--- src/design/brl_pkg.sv ---
// ----------------------------------------------------------------------------
// brl_pkg
// Shared constants, types and the elaboration-time gamma threshold table for
// the breathing light ramp.
// ----------------------------------------------------------------------------
`default_nettype none

package brl_pkg;

  // Ramp and duty scaling
  localparam int LEVEL_MAX = 4095;
  localparam int DUTY_MAX  = 100;

  // Field and state widths
  localparam int LEVEL_W = 13;
  localparam int STEP_W  = 12;
  localparam int DUTY_W  = 7;
  localparam int STATE_W = 3;
  localparam int CFG_IDX_W = 2;
  localparam int DUTY_FULL_W = $clog2(DUTY_MAX + 1);

  // Width of the exact integer arithmetic used to build the table
  localparam int BIG_W = 192;

  // Configuration register indexes
  localparam logic [CFG_IDX_W-1:0] REG_STEP_FAST = CFG_IDX_W'(0);
  localparam logic [CFG_IDX_W-1:0] REG_STEP_SLOW = CFG_IDX_W'(1);

  // Configuration reset values
  localparam logic [STEP_W-1:0] STEP_FAST_RST = STEP_W'(40);
  localparam logic [STEP_W-1:0] STEP_SLOW_RST = STEP_W'(16);

  // System state codes
  localparam logic [STATE_W-1:0] ST_STARTING  = STATE_W'(0);
  localparam logic [STATE_W-1:0] ST_RUNNING   = STATE_W'(1);
  localparam logic [STATE_W-1:0] ST_ERROR     = STATE_W'(2);
  localparam logic [STATE_W-1:0] ST_PAUSED    = STATE_W'(3);
  localparam logic [STATE_W-1:0] ST_POWER_OFF = STATE_W'(4);

  // One result word
  typedef struct packed {
    logic [DUTY_W-1:0] duty;
    logic              duty_changed;
    logic              falling;
  } brl_result_t;

  // Threshold table: entry d is the lowest level whose duty is at least d
  typedef logic [DUTY_MAX:1][LEVEL_W-1:0] brl_thr_table_t;

  // Raise base to the n-th power in wide integer arithmetic
  function automatic logic [BIG_W-1:0] big_pow(input int unsigned base, input int n);
    logic [BIG_W-1:0] acc;
    int               i;
    acc = BIG_W'(1);
    for (i = 0; i < n; i++) begin
      acc = acc * BIG_W'(base);
    end
    return acc;
  endfunction

  // Smallest level L with L^11 * DUTY_MAX^5 >= d^5 * LEVEL_MAX^11
  function automatic logic [LEVEL_W-1:0] gamma_threshold(input int unsigned d);
    logic [BIG_W-1:0] target;
    logic [BIG_W-1:0] probe;
    int unsigned      lo;
    int unsigned      hi;
    int unsigned      mid;
    int               k;
    target = big_pow(d, 5) * big_pow(LEVEL_MAX, 11);
    lo = 1;
    hi = LEVEL_MAX;
    for (k = 0; k < LEVEL_W + 1; k++) begin
      if (lo < hi) begin
        mid = (lo + hi) >> 1;
        probe = big_pow(mid, 11) * big_pow(DUTY_MAX, 5);
        if (probe >= target) begin
          hi = mid;
        end else begin
          lo = mid + 1;
        end
      end
    end
    return LEVEL_W'(lo);
  endfunction

  // Build the whole threshold table
  function automatic brl_thr_table_t gamma_table();
    brl_thr_table_t tbl;
    int             d;
    for (d = 1; d <= DUTY_MAX; d++) begin
      tbl[d] = gamma_threshold(d);
    end
    return tbl;
  endfunction

  localparam brl_thr_table_t GAMMA_THR = gamma_table();

endpackage

`default_nettype wire

--- src/design/brl_gamma.sv ---
// ----------------------------------------------------------------------------
// brl_gamma
// Gamma-corrected duty for a ramp level: the level is compared against every
// duty threshold at once and the edge of the resulting thermometer code is
// encoded into the duty value.
// ----------------------------------------------------------------------------
`default_nettype none

module brl_gamma (
  input  wire logic [brl_pkg::LEVEL_W-1:0] level,
  output logic      [brl_pkg::DUTY_W-1:0]  duty
);
  import brl_pkg::*;

  logic [DUTY_MAX+1:1]     therm;
  logic [DUTY_FULL_W-1:0]  duty_full;

  // Compare the level against each threshold
  always_comb begin
    therm = '0;
    for (int d = 1; d <= DUTY_MAX; d++) begin
      therm[d] = (level >= GAMMA_THR[d]);
    end
  end

  // Encode the thermometer edge; levels above the top threshold give DUTY_MAX
  always_comb begin
    duty_full = '0;
    for (int d = 1; d <= DUTY_MAX; d++) begin
      if (therm[d] && !therm[d+1]) begin
        duty_full = duty_full | DUTY_FULL_W'(d);
      end
    end
  end

  // Keep the low duty bits
  assign duty = DUTY_W'(duty_full);

endmodule

`default_nettype wire

--- src/design/brl_ramp.sv ---
// ----------------------------------------------------------------------------
// brl_ramp
// Step registers, ramp level and direction, last written duty, and the
// per-tick level update for each system state.
// ----------------------------------------------------------------------------
`default_nettype none

module brl_ramp (
  input  wire logic                          clk,
  input  wire logic                          rst,
  input  wire logic                          cfg_write,
  input  wire logic [brl_pkg::CFG_IDX_W-1:0] cfg_index,
  input  wire logic [brl_pkg::STEP_W-1:0]    cfg_data,
  input  wire logic                          accept,
  input  wire logic [brl_pkg::STATE_W-1:0]   system_state,
  input  wire logic                          skip_starting,
  input  wire logic [brl_pkg::DUTY_W-1:0]    duty,
  output logic      [brl_pkg::LEVEL_W-1:0]   level,
  output brl_pkg::brl_result_t               result
);
  import brl_pkg::*;

  localparam logic [LEVEL_W-1:0] LEVEL_MAX_L = LEVEL_W'(LEVEL_MAX);

  logic [STEP_W-1:0]  step_fast;
  logic [STEP_W-1:0]  step_slow;
  logic               falling;
  logic [DUTY_W-1:0]  last_duty;

  logic               fast;
  logic               pause;
  logic [STEP_W-1:0]  tri_step;
  logic [LEVEL_W:0]   sum_full;
  logic [LEVEL_W-1:0] level_add;
  logic [LEVEL_W-1:0] level_sub;
  logic [LEVEL_W-1:0] level_next;
  logic               falling_next;

  // Write configuration registers
  always_ff @(posedge clk) begin
    if (rst) begin
      step_fast <= STEP_FAST_RST;
      step_slow <= STEP_SLOW_RST;
    end else if (cfg_write) begin
      case (cfg_index)
        REG_STEP_FAST: step_fast <= cfg_data;
        REG_STEP_SLOW: step_slow <= cfg_data;
        default: ;
      endcase
    end
  end

  // Decode the breathe mode and pick the step
  assign fast = (system_state == ST_STARTING) ||
                ((system_state inside {ST_RUNNING, ST_ERROR}) && skip_starting);
  assign pause    = (system_state == ST_PAUSED);
  assign tri_step = fast ? step_fast : step_slow;

  // Add may overshoot LEVEL_MAX; subtract saturates at zero
  assign sum_full  = {1'b0, level} + (LEVEL_W + 1)'(tri_step);
  assign level_add = sum_full[LEVEL_W-1:0];
  assign level_sub = (level > LEVEL_W'(tri_step)) ? (level - LEVEL_W'(tri_step)) : '0;

  // Advance the ramp for this tick
  always_comb begin
    level_next   = level;
    falling_next = falling;
    if (fast || pause) begin
      if (!falling) begin
        if (level < LEVEL_MAX_L) begin
          level_next = level_add;
        end else begin
          level_next   = LEVEL_MAX_L;
          falling_next = 1'b1;
        end
      end else begin
        if (level != '0) begin
          level_next = level_sub;
        end else begin
          falling_next = 1'b0;
        end
      end
    end else if (system_state == ST_POWER_OFF) begin
      if (level != '0) begin
        level_next = level_sub;
      end else begin
        falling_next = 1'b0;
      end
    end else begin
      if (level < LEVEL_MAX_L) begin
        level_next = level_add;
      end else begin
        level_next = LEVEL_MAX_L;
      end
    end
  end

  // Hold ramp state between accepted ticks
  always_ff @(posedge clk) begin
    if (rst) begin
      level     <= '0;
      falling   <= 1'b0;
      last_duty <= '0;
    end else if (accept) begin
      level     <= level_next;
      falling   <= falling_next;
      last_duty <= duty;
    end
  end

  // Form the result word
  assign result.duty         = duty;
  assign result.duty_changed = (duty != last_duty);
  assign result.falling      = falling_next;

endmodule

`default_nettype wire

--- src/design/brl_out_buf.sv ---
// ----------------------------------------------------------------------------
// brl_out_buf
// Two-word output buffer: an output register plus a skid register, so a new
// word is taken while one finished word waits downstream.
// ----------------------------------------------------------------------------
`default_nettype none

module brl_out_buf (
  input  wire logic                 clk,
  input  wire logic                 rst,
  input  wire logic                 push,
  input  wire brl_pkg::brl_result_t push_data,
  output logic                      can_push,
  output logic                      out_valid,
  input  wire logic                 out_ready,
  output brl_pkg::brl_result_t      out_data
);
  import brl_pkg::*;

  brl_result_t skid_data;
  logic        skid_valid;
  logic        take;

  assign take     = out_valid && out_ready;
  assign can_push = !skid_valid;

  // Track occupancy of both registers
  always_ff @(posedge clk) begin
    if (rst) begin
      out_valid  <= 1'b0;
      skid_valid <= 1'b0;
    end else if (take) begin
      if (skid_valid) begin
        skid_valid <= 1'b0;
      end else begin
        out_valid <= push;
      end
    end else if (push) begin
      if (!out_valid) begin
        out_valid <= 1'b1;
      end else begin
        skid_valid <= 1'b1;
      end
    end
  end

  // Move payload words
  always_ff @(posedge clk) begin
    if (take) begin
      if (skid_valid) begin
        out_data <= skid_data;
      end else if (push) begin
        out_data <= push_data;
      end
    end else if (push) begin
      if (!out_valid) begin
        out_data <= push_data;
      end else begin
        skid_data <= push_data;
      end
    end
  end

endmodule

`default_nettype wire

--- src/design/breathing_light_ramp_core.sv ---
// ----------------------------------------------------------------------------
// breathing_light_ramp_core
// Breathing light ramp: gamma-corrected PWM duty per tick and ramp update.
// ----------------------------------------------------------------------------
// Each accepted word is one tick. The block returns the gamma-corrected duty
// for the ramp level held before the tick, a strobe when that duty differs
// from the previous one, and the ramp direction after the tick's update.
// One tick is taken every clock cycle while in_ready is high; its result goes
// to the output register, or to the skid register while a word waits there.
// The duty comes from comparing the level against a table of per-duty
// thresholds built at elaboration, combinationally and in parallel with the
// level update. A two-word output buffer keeps input ready high while one
// result waits downstream. The user writes the step registers through the cfg
// port only while no tick is in flight; the block itself does not enforce it.
// ----------------------------------------------------------------------------
`default_nettype none

module breathing_light_ramp_core (
  input  wire logic                          clk,
  input  wire logic                          rst,
  input  wire logic                          cfg_write,
  input  wire logic [brl_pkg::CFG_IDX_W-1:0] cfg_index,
  input  wire logic [brl_pkg::STEP_W-1:0]    cfg_data,
  input  wire logic                          in_valid,
  output logic                               in_ready,
  input  wire logic [brl_pkg::STATE_W-1:0]   system_state,
  input  wire logic                          skip_starting,
  output logic                               out_valid,
  input  wire logic                          out_ready,
  output logic      [brl_pkg::DUTY_W-1:0]    duty,
  output logic                               duty_changed,
  output logic                               falling
);
  import brl_pkg::*;

  logic [LEVEL_W-1:0] level;
  logic [DUTY_W-1:0]  cur_duty;
  logic               accept;
  brl_result_t        result;
  brl_result_t        out_data;

  assign accept = in_valid && in_ready;

  // Duty lookup for the current level
  brl_gamma u_gamma (
    .level (level),
    .duty  (cur_duty)
  );

  // Ramp state and update
  brl_ramp u_ramp (
    .clk           (clk),
    .rst           (rst),
    .cfg_write     (cfg_write),
    .cfg_index     (cfg_index),
    .cfg_data      (cfg_data),
    .accept        (accept),
    .system_state  (system_state),
    .skip_starting (skip_starting),
    .duty          (cur_duty),
    .level         (level),
    .result        (result)
  );

  // Result buffering
  brl_out_buf u_out_buf (
    .clk       (clk),
    .rst       (rst),
    .push      (accept),
    .push_data (result),
    .can_push  (in_ready),
    .out_valid (out_valid),
    .out_ready (out_ready),
    .out_data  (out_data)
  );

  assign duty         = out_data.duty;
  assign duty_changed = out_data.duty_changed;
  assign falling      = out_data.falling;

endmodule

`default_nettype wire

--- config.mk ---
export PLATFORM = sky130hd
export DESIGN_NAME = breathing_light_ramp_core
export DESIGN_NICKNAME = d
export VERILOG_FILES = /design/src/design/brl_pkg.sv /design/src/design/brl_gamma.sv /design/src/design/brl_ramp.sv /design/src/design/brl_out_buf.sv /design/src/design/breathing_light_ramp_core.sv
export SDC_FILE = /design/constraint.sdc
export NUM_CORES = 1
export LEC_CHECK = 0
export ABC_AREA = 1
export BUFFER_PORTS_ARGS = -buffer_cell sky130_fd_sc_hd__buf_2
export CAP_MARGIN = 0
export CORE_MARGIN = 3
export CORE_UTILIZATION = 32
export CTS_BUF_LIST = sky130_fd_sc_hd__clkbuf_4
export DETAILED_ROUTE_END_ITERATION = 8
export SETUP_SLACK_MARGIN = 0.5
export SLEW_MARGIN = 20
export SYNTH_ARGS = -nofsm -noshare
export SYNTH_HDL_FRONTEND = slang
export SYNTH_HIERARCHICAL = 1
export SYNTH_SLANG_ARGS = --single-unit
--- constraint.sdc ---
create_clock -name clk -period 3.25 [get_ports clk]
set_input_delay 0.325 -clock clk [delete_from_list [all_inputs] [get_ports clk]]
set_output_delay 0.325 -clock clk [all_outputs]
set_load 0.05 [all_outputs]
==> results.sh, run 1 <==
export IMPL_status="finished clean"
export IMPL_final_cells=2139
export IMPL_leakagePower_nw=6.44
export IMPL_clock_sinks=65
export IMPL_rsz0062_at_grt="true"
export IMPL_r2r_setup_slack_ps=160
export IMPL_htree_levels=3
export IMPL_cp_required_ps=3420
export IMPL_dp_slack_ps=-164
export IMPL_final_area_sq_um=12700
export IMPL_overflow=0
export IMPL_final_cell_mix="nand2_1, buf_4, nor2_1, inv_1, nand3_1"
export IMPL_cp_slowest_cell="dfxtp_4"
export IMPL_syn_inst=1473
export IMPL_synthesis_area_sq_um=8130
export IMPL_placed_area_sq_um=10400
export IMPL_setup_viol=0
export IMPL_grt_max_degree=34
export IMPL_cts_buffers=9
export IMPL_peakVddDrop_mv=0.366
export IMPL_period_minus_slack_ps=3090
export IMPL_ys_seq_elements=65
export IMPL_num_nets_final=1859
export IMPL_hold_viol_final=0
export IMPL_timing_final_ws_setup_ps=158
export IMPL_clkTransAtPathRegs_ps=130
export IMPL_ios=34
export IMPL_start_util=0.329
export IMPL_die_area_sq_um=27400
export IMPL_drt_iter0_markers=1224
export IMPL_clk_latency_ps=410
export IMPL_worst_path_most_repeated_cell="nand2_1"
export IMPL_core_area_sq_um=24700
export IMPL_mostFrequentLayoutCell="nand2_1"
export IMPL_drv_cap=0
export IMPL_crit_chain="buf_4 > nor2_4 > buf_6 > nand2_1 > nor2_2 > o21ai_1 > nand2_1 > nand3_1 > nor2_1 > nand3_1 > nor2_2 > nand3_2 > xor2_1 > nor4_4 > nand4_1 > nand2_1 > o21ai_2"
export IMPL_root_buffer="clkbuf_4"
export IMPL_path_class="reg2reg"
export IMPL_tightestPinTransition_ps=930
export IMPL_hold_path_depth=3
export IMPL_hold_class="in2reg"
export IMPL_routed_wl_um=44900
export IMPL_rows=57
export IMPL_power_mw=4.75
export IMPL_cts_tree="built"
export IMPL_cts_path_max_buffers=2
export IMPL_wl_per_cell_um=21.0
export IMPL_gp_congestion=1.09
export IMPL_cp_arrival_ps=3270
export IMPL_grt_use_total=0.326
export IMPL_skew_ps=16.7
export IMPL_dpl_cell_count=2030
export IMPL_slew_violations=0
export IMPL_ant_nets=0
export IMPL_startpoint_type="register"
export IMPL_path_max_fanout=5
export IMPL_syn_nets=1523
export IMPL_synth_edff_count=18
export IMPL_io_buffers=33
export IMPL_drive_gt1_frac=0.370
export IMPL_grt_pass1_vias=11100
export IMPL_drc=0
export IMPL_antenna_found_initial=1
export IMPL_ys_flop_type="dfxtp_1"
export IMPL_syn_avg_cell_area_sq_um=5.52
export IMPL_fin_crit_sh=0.951
export IMPL_power_density_nw_per_um2=375
export IMPL_grt_first_pass_wirelength_um=66400
export IMPL_worst_slew_margin_rel=0.379
export IMPL_fmax_ghz=0.323
export IMPL_worstSetupEndpointType="register"
export IMPL_drtPass1Iterations=5
export IMPL_dieWidth_um=165
export IMPL_area_delta_synth_final_pct=55.7
export IMPL_avgViaCountPerCell=5.38
export IMPL_ys_seq_area_frac=0.182
export IMPL_ff2ff_path_depth=17
export IMPL_num_vias=11500
export IMPL_max_stage_delay_ps=390
export IMPL_dpl_hpwl_um=35200
export IMPL_async_flop_share=0
export IMPL_synth_distinct_cells=41
export IMPL_cts_hold_buf=0
export IMPL_synth_warnings=6
export IMPL_die_h_um=165
-- critical path: cells and delay by family, from the launching register on --
kind / cells / cell delay (ps)
flip-flops: 1 / 390
AO/OA/AOI/OAI: 2 / 200
buffers and inverters: 2 / 270
AND/OR/NAND/NOR: 12 / 1810
XOR/XNOR: 1 / 190
-- worst paths after layout --
check,start,end
min reg2reg,u_ramp/step_fast[2],u_ramp/step_fast[2]
max,u_ramp/level[10],u_out_buf/out_data[1]
min,cfg_data[7],u_ramp/step_slow[7]
max reg2reg,u_ramp/level[10],u_out_buf/out_data[1]
-- stage by stage --
step           setup TNS [ps]  hold slack (ps)  utilization
2_1_floorplan               0              397            -
3_3_place_gp             -334              434        0.420
3_5_place_dp             -189              443        0.420
5_1_grt                     0              138        0.513
6_report                    0              139        0.513
4_1_cts                     0              108        0.493
-- logic make-up (layout without fill, tap and decap cells) --
kind of cell	after synthesis	count (layout)	synth area share
other	0	1	0
XOR/XNOR	17	17	0.0183
AO/OA/AOI/OAI	201	201	0.136
buffers and inverters	228	569	0.122
flip-flops	65	65	0.182
AND/OR/NAND/NOR	935	935	0.498
adder cells (fa/ha/maj)	27	27	0.0434
-- cell type report --
type,count,area (sq um)
diodes,1,2.50
clock buffers,9,67.6
clock inverters,7,100
fillers,2577,12000
inverters,176,694
multi-input cells,1180,6650
flip-flops and latches,65,1520
well taps,324,405
repair buffers,377,3220
-- what timing repair did --
item | in CTS | in global routing
pin swaps | 62 | 56
hold endpoints to repair | 0 | 0
setup endpoints to repair | 17 | 27
setup buffers | 69 | 17
resized for setup | 262 | 94
cloned | 6 | 0
-- sequential cells by signal, indices dropped and copies added (netlist names) --
signal,cells
u_ramp/falling,1
u_ramp/last_duty,7
u_out_buf/skid_valid,1
u_out_buf/skid_data,9
u_out_buf/out_valid,1
u_ramp/level,13
u_out_buf/out_data,9
u_ramp/step_slow,12
u_ramp/step_fast,12
-- report_power, final --
group	leakage [nW]	switching [mW]	total, mW	internal [mW]
Clock	0.0913	0.349	0.669	0.320
Combinational	5.82	1.90	3.11	1.21
Sequential	0.529	0.0682	0.971	0.903
-- cell usage after synthesis, types with 5 or more instances --
| master | n | area share |
|---|---|---|
| a21oi_1 | 85 | 0.052 |
| buf_2 | 15 | 0.0092 |
| buf_4 | 17 | 0.016 |
| buf_6 | 7 | 0.0097 |
| clkbuf_1 | 13 | 0.0060 |
| dfxtp_1 | 47 | 0.12 |
| edfxtp_1 | 18 | 0.066 |
| ha_1 | 25 | 0.038 |
| inv_1 | 157 | 0.072 |
| inv_2 | 17 | 0.0078 |
| nand2_1 | 421 | 0.19 |
| nand2_2 | 7 | 0.0054 |
| nand2_4 | 5 | 0.0069 |
| nand3_1 | 178 | 0.11 |
| nand3b_1 | 8 | 0.0074 |
| nand4_1 | 31 | 0.024 |
| nor2_1 | 248 | 0.11 |
| nor2_2 | 8 | 0.0062 |
| nor2_4 | 7 | 0.0097 |
| nor3_1 | 12 | 0.0074 |
| o211ai_1 | 7 | 0.0065 |
| o21ai_0 | 75 | 0.046 |
| o21ai_1 | 8 | 0.0049 |
| o21ai_2 | 14 | 0.015 |
| xor2_1 | 13 | 0.014 |
-- per-layer routing --
metal | share of wire | GRT usage
met5 | 0 | 0
met4 | 0.090 | 0.233
met3 | 0.082 | 0.0439
met2 | 0.44 | 0.516
met1 | 0.39 | 0.408
(Power assumes the default switching activity.)
==> run 2: changes to the inputs <==
--- a/config.mk
+++ b/config.mk
@@ -7,11 +7,12 @@
 export LEC_CHECK = 0
 export ABC_AREA = 1
 export BUFFER_PORTS_ARGS = -buffer_cell sky130_fd_sc_hd__buf_2
-export CAP_MARGIN = 0
-export CORE_MARGIN = 3
+export CELL_PAD_IN_SITES_DETAIL_PLACEMENT = 1
+export CELL_PAD_IN_SITES_GLOBAL_PLACEMENT = 2
 export CORE_UTILIZATION = 32
 export CTS_BUF_LIST = sky130_fd_sc_hd__clkbuf_4
 export DETAILED_ROUTE_END_ITERATION = 8
+export PLACE_DENSITY_LB_ADDON = 0.1
 export SETUP_SLACK_MARGIN = 0.5
 export SLEW_MARGIN = 20
 export SYNTH_ARGS = -nofsm -noshare
==> run 2 against run 1 <==
Against the previous run: the flow now finishes with violations (negative setup slack); setup slack got worse by 220 ps; worst hold slack got worse by 31 ps; sequential power barely moved; clock skew increased by 27 ps; total power rose by 1.7%; maximum frequency shrank 6.7%; cell count shrank 0.14%; clock power down 4.2%; utilization is essentially flat.
==> results.sh, run 2 (synthesis gave the netlist of run 1 again) <==
export IMPL_drive_gt1_frac=0.396
export IMPL_start_util=0.330
export IMPL_cts_tree="built"
export IMPL_clkTransAtPathRegs_ps=150
export IMPL_fmax_ghz=0.302
export IMPL_p_int_mw=2.35
export IMPL_max_stage_delay_ps=410
export IMPL_avgViaCountPerCell=5.50
export IMPL_grt_pass1_vias=11800
export IMPL_gp_congestion=1.11
export IMPL_grt_use_total=0.367
export IMPL_grt_first_pass_wirelength_um=70900
export IMPL_pwr_share_clk=0.133
export IMPL_p_switching_mw=2.47
export IMPL_path_class="reg2reg"
export IMPL_root_buffer="clkbuf_4"
export IMPL_peakVddDrop_mv=0.243
export IMPL_met2_usage=0.632
export IMPL_drc=0
export IMPL_ant_nets=0
export IMPL_fin_crit_sh=1.02
export IMPL_final_cell_mix="nand2_1, buf_4, nor2_1, inv_1, nand3_1"
export IMPL_drt_iter0_markers=721
export IMPL_p_comb_frac=0.666
export IMPL_dpl_cell_count=2045
export IMPL_core_area_sq_um=24600
export IMPL_path_depth=21
export IMPL_pwr_share_seq=0.202
export IMPL_worstSetupEndpointType="register"
export IMPL_num_vias=11700
export IMPL_grt_use_met3=0.0442
export IMPL_power_mw=4.83
export IMPL_clock_sinks=65
export IMPL_skew_ps=43.7
export IMPL_worst_slew_margin_rel=0.404
export IMPL_dpl_hpwl_um=38600
export IMPL_hold_path_depth=3
export IMPL_critPathBufInv=5
export IMPL_timing_final_ws_setup_ps=-63.8
export IMPL_violations="negative setup slack"
export IMPL_slew_violations=0
export IMPL_cp_required_ps=3460
export IMPL_startpoint_type="register"
export IMPL_routed_wl_um=49800
export IMPL_hold_class="in2reg"
export IMPL_drv_cap=0
export IMPL_clk_latency_ps=460
export IMPL_htree_levels=3
export IMPL_dieWidth_um=161
export IMPL_netSwitchingFraction=0.512
export IMPL_num_nets_final=1856
export IMPL_mostFrequentLayoutCell="nand2_1"
export IMPL_setup_viol=1
export IMPL_status="complete, but fails checks"
export IMPL_crit_family="simple AND/OR/NAND/NOR gates"
export IMPL_antenna_found_initial=2
export IMPL_power_density_nw_per_um2=382
export IMPL_die_h_um=161
export IMPL_io_buffers=33
export IMPL_grt_busiest_layer="met2"
export IMPL_die_area_sq_um=26000
export IMPL_period_minus_slack_ps=3310
export IMPL_crit_chain="inv_8 > nand2_8 > nor2_8 > buf_6 > buf_4 > nand2_1 > nor2_1 > nor2_1 > nand2_2 > buf_6 > nand3_1 > nor2_1 > nand2_1 > nor2_2 > nand3_2 > xor2_1 > nor4_2 > buf_4 > nand4_1 > nand2_1 > o21ai_2"
export IMPL_cp_arrival_ps=3520
export IMPL_grt_max_degree=34
export IMPL_cts_hold_buf=0
export IMPL_path_max_fanout=5
export IMPL_leakagePower_nw=6.41
export IMPL_tightestPinTransition_ps=893
export IMPL_cts_path_max_buffers=2
export IMPL_largest_register_ffs=13
export IMPL_area_delta_synth_final_pct=55.3
export IMPL_cts_buffers=9
export IMPL_rsz0062_at_grt="true"
export IMPL_cp_slowest_cell="dfxtp_4"
export IMPL_final_cells=2136
export IMPL_reg_top3="u_ramp/level: 13 flops, u_ramp/step_fast: 12 flops, u_ramp/step_slow: 12 flops"
export IMPL_wl_per_cell_um=23.3
export IMPL_ff2ff_path_depth=21
export IMPL_rows=57
export IMPL_hold_viol_final=0
export IMPL_grt_use_met1=0.421
export IMPL_ios=34
export IMPL_overflow=0
export IMPL_top_register="u_ramp/level"
export IMPL_drtPass1Iterations=5
export IMPL_holdWs_ps=108
run 2: cell types whose count changed in the layout (fill, tap and decap cells not counted), moves of 5 or more:
cell	change
a21oi_1	-8
a21oi_2	+9
buf_12	-5
buf_6	+7
nand2_1	-22
nand2_2	+24
nand3_1	-7
nor2_1	-8
nor2_2	+6
o21ai_0	-7
o21ai_1	+9
run 2: stage by stage:
| stage | instance area (sq um) | setup WS, ps | setup TNS [ps] | util |
|---|---|---|---|---|
| global route | 12600 | -205 | -257 | 0.513 |
| global placement | 10400 | -277 | -417 | 0.424 |
| detailed placement | 10400 | -252 | -356 | 0.424 |
| floorplan | 8130 | 598 | 0 | - |
| finish | 12600 | -63.8 | -63.8 | 0.513 |
| CTS | 11600 | 175 | 0 | 0.473 |
run 2: worst register-to-register path: cells and delay by family (launching register included):
kind	cells	cell delay (ps)
AOI/OAI and AO/OA	1	60
DFF	1	410
xor gates and xnor gates	1	170
buffers and inverters	5	670
and+or+nand+nor	14	1790
run 2: layer usage:
layer,part of all wire,wire (um)
met5,0,0
met2,0.47,23600
met4,0.090,4470
met1,0.38,18900
met3,0.057,2860
run 2: what timing repair did:
action / 4_1_cts / 5_1_grt
gates cloned: 1 / 0
endpoints found under the setup margin: 17 / 23
buffers inserted: 36 / 37
pin swaps: 62 / 78
gates resized for setup: 215 / 204
run 2: area by class of cell:
class / count / area (sq um)
clock buffer: 9 / 67.6
sequential: 65 / 1530
inverter: 176 / 696
clock inverter: 7 / 81.3
fill: 3352 / 12000
timing repair buffer: 374 / 3060
multi-input combinational: 1180 / 6790
antenna: 1 / 2.50
tap: 324 / 405
run 2: worst paths after layout:
check	endpoint	start	slack (ps)
setup / recovery	u_out_buf/out_data[1]	u_ramp/level[12]	-60
hold / removal	u_ramp/step_fast[5]	cfg_data[5]	110
setup reg to reg	u_out_buf/out_data[1]	u_ramp/level[12]	-60
hold reg to reg	u_ramp/step_fast[6]	u_ramp/step_fast[6]	470
run 2: power groups by stage:
stage / registers (mW) / logic, mW / clock network (mW)
after floorplan: 1.00 / 1.39 / 0
after global placement: 0.967 / 2.53 / 0
after detailed placement: 0.972 / 2.55 / 0
after CTS: 0.964 / 2.84 / 0.670
after global routing: 0.980 / 3.40 / 0.701
final: 0.973 / 3.21 / 0.641
==> run 3: changes to the inputs <==
--- a/config.mk
+++ b/config.mk
@@ -6,6 +6,7 @@
 export NUM_CORES = 1
 export LEC_CHECK = 0
 export ABC_AREA = 1
+export ABC_CLOCK_PERIOD_IN_PS = 3250
 export BUFFER_PORTS_ARGS = -buffer_cell sky130_fd_sc_hd__buf_2
 export CELL_PAD_IN_SITES_DETAIL_PLACEMENT = 1
 export CELL_PAD_IN_SITES_GLOBAL_PLACEMENT = 2
==> constraint.sdc (replaced) <==
create_clock -name clk -period 3.25 [get_ports clk]
set_input_delay 0.65 -clock clk [delete_from_list [all_inputs] [get_ports clk]]
set_output_delay 0.65 -clock clk [all_outputs]
set_load 0.05 [all_outputs]
==> run 3 against run 2 <==
Against the previous run: worst hold slack improved by 330 ps; maximum frequency increased by 6.0%; utilization decreased by 2.0 points; critical endpoint unchanged; the flow now finishes without violations; final area decreased by 4.0%; highest routed layer unchanged; die area unchanged; critical path type unchanged; global-route usage decreased by 0.50 points; count of clock-buffer cells in the layout unchanged; non-clock buffer count decreased by 52; cell count decreased by 2.4%; setup slack improved by 190 ps.
==> results.sh, run 3 (synthesis gave the netlist of run 1 again) <==
export IMPL_path_max_fanout=6
export IMPL_grt_pass1_vias=11600
export IMPL_r2r_setup_slack_ps=120
export IMPL_p_switching_mw=2.36
export IMPL_antenna_found_initial=1
export IMPL_netSwitchingFraction=0.518
export IMPL_period_minus_slack_ps=3130
export IMPL_worstSetupEndpointType="register"
export IMPL_num_vias=11400
export IMPL_cp_arrival_ps=3320
export IMPL_cts_path_max_buffers=2
export IMPL_die_area_sq_um=26000
export IMPL_final_cell_mix="nand2_1, buf_4, nor2_1, inv_1, nand3_1"
export IMPL_root_buffer="clkbuf_4"
export IMPL_fmax_ghz=0.320
export IMPL_routed_wl_um=47900
export IMPL_avgViaCountPerCell=5.46
export IMPL_ant_nets=0
export IMPL_clk_latency_ps=440
export IMPL_largest_register_ffs=13
export IMPL_fin_crit_sh=0.962
export IMPL_dpl_cell_count=2010
export IMPL_drc=0
export IMPL_status="finished clean"
export IMPL_overflow=0
export IMPL_pwr_share_clk=0.108
export IMPL_core_area_sq_um=24600
export IMPL_reg_top3="u_ramp/level: 13 flops, u_ramp/step_fast: 12 flops, u_ramp/step_slow: 12 flops"
export IMPL_clock_sinks=65
export IMPL_wl_per_cell_um=23.0
export IMPL_htree_levels=3
export IMPL_cts_tree="built"
export IMPL_die_h_um=161
export IMPL_drv_cap=0
export IMPL_crit_chain="buf_6 > nand2_4 > nor2_4 > buf_12 > buf_16 > nand2_1 > nor2_1 > nor2_1 > nand2_1 > nand3_1 > nor2_1 > nand2_1 > nor2_2 > nand3_2 > xor2_1 > nor4_2 > nand4_1 > nand2_1 > o21ai_2"
export IMPL_cts_buffers=9
export IMPL_slew_violations=0
export IMPL_peakVddDrop_mv=0.194
export IMPL_drtPass1Iterations=5
export IMPL_grt_first_pass_wirelength_um=69900
export IMPL_drive_gt1_frac=0.369
export IMPL_fin_tns_setup_ps=0
export IMPL_max_stage_delay_ps=400
export IMPL_cp_slowest_cell="dfxtp_4"
export IMPL_grt_max_degree=34
export IMPL_clkTransAtPathRegs_ps=130
export IMPL_start_util=0.330
export IMPL_p_comb_frac=0.679
export IMPL_worst_slew_margin_rel=0.407
export IMPL_p_int_mw=2.20
export IMPL_grt_use_total=0.362
export IMPL_path_class="reg2reg"
export IMPL_dieWidth_um=161
export IMPL_cp_required_ps=3450
export IMPL_rows=57
export IMPL_dpl_hpwl_um=38300
export IMPL_final_cells=2084
export IMPL_hold_class="in2reg"
export IMPL_num_nets_final=1804
export IMPL_drt_iter0_markers=803
export IMPL_area_delta_synth_final_pct=49.2
export IMPL_top_register="u_ramp/level"
export IMPL_worst_path_most_repeated_cell="nand2_1"
export IMPL_hold_viol_final=0
export IMPL_io_buffers=33
export IMPL_leakagePower_nw=6.13
export IMPL_setup_viol=0
export IMPL_rsz0062_at_grt="true"
export IMPL_startpoint_type="register"
export IMPL_pwr_share_seq=0.213
export IMPL_tightestPinTransition_ps=889
export IMPL_power_density_nw_per_um2=377
export IMPL_gp_congestion=1.07
export IMPL_ios=34
export IMPL_skew_ps=22.3
export IMPL_mostFrequentLayoutCell="nand2_1"
-- run 3: changes by cell type in the layout (fill, tap and decap cells not counted), sizes merged --
cell      delta
clkinvlp     -1
clkbuf       +1
bufinv       -1
inv          -3
clkinv       +5
buf         -53
-- run 3: path summary, 6_finish.rpt --
check | to | startpoint | depth (start not counted)
hold reg to reg | u_ramp/step_fast[10] | u_ramp/step_fast[10] | 2
hold / removal | u_ramp/step_slow[4] | cfg_data[4] | 3
setup reg to reg | u_out_buf/out_data[1] | u_ramp/level[9] | 19
setup / recovery | u_out_buf/out_data[1] | u_ramp/level[9] | 19
-- run 3: metrics by stage --
| step | setup WS [ps] | utilization | instance area [sq um] | total power, mW | hold slack [ps] |
|---|---|---|---|---|---|
| 6_report | 124 | 0.493 | 12100 | 4.57 | 438 |
| 5_1_grt | -27.4 | 0.493 | 12100 | 4.82 | 419 |
| 4_1_cts | 242 | 0.461 | 11300 | 4.28 | 406 |
| 3_5_place_dp | -167 | 0.414 | 10200 | 3.50 | 444 |
| 3_3_place_gp | -57.1 | 0.414 | 10200 | 3.48 | 433 |
| 2_1_floorplan | 569 | - | 8130 | 2.39 | 424 |
-- run 3: layout make-up --
class	instances	area, sq um
Fill cell	3389	12500
Multi-Input combinational cell	1180	6740
Timing Repair Buffer	322	2650
Sequential cell	65	1530
Inverter	176	696
Tap cell	324	405
Clock buffer	9	67.6
Clock inverter	7	46.3
Antenna cell	1	2.50
-- run 3: power groups by stage --
| stage | logic, mW | clock network, mW | registers [mW] |
|---|---|---|---|
| after global placement | 2.51 | 0 | 0.966 |
| after floorplan | 1.39 | 0 | 1.00 |
| after detailed placement | 2.53 | 0 | 0.969 |
| after CTS | 2.80 | 0.516 | 0.964 |
| final | 3.10 | 0.494 | 0.973 |
| after global routing | 3.29 | 0.545 | 0.982 |
-- run 3: routing by layer --
layer / up-vias / wire length [um] / GRT usage
met1: 5411 / 18400 / 0.414
li1: 5321 / - / -
met5: - / 0 / 0
met3: 190 / 2510 / 0.0411
met4: 0 / 4100 / 0.258
met2: 456 / 22800 / 0.625
-- run 3: timing repair --
item	4_1_cts	5_1_grt
pin swaps	37	46
hold buffers	0	0
resized for setup	224	157
buffers inserted	32	22
setup endpoints to repair	22	25
gates cloned	2	1
-- run 3: critical path, delay by kind of cell (launching register included) --
kind | cells | cell delay (ps)
AND/OR/NAND/NOR | 14 | 1850
XOR/XNOR | 1 | 170
flip-flops | 1 | 400
buffers and inverters | 3 | 400
AO/OA/AOI/OAI | 1 | 60
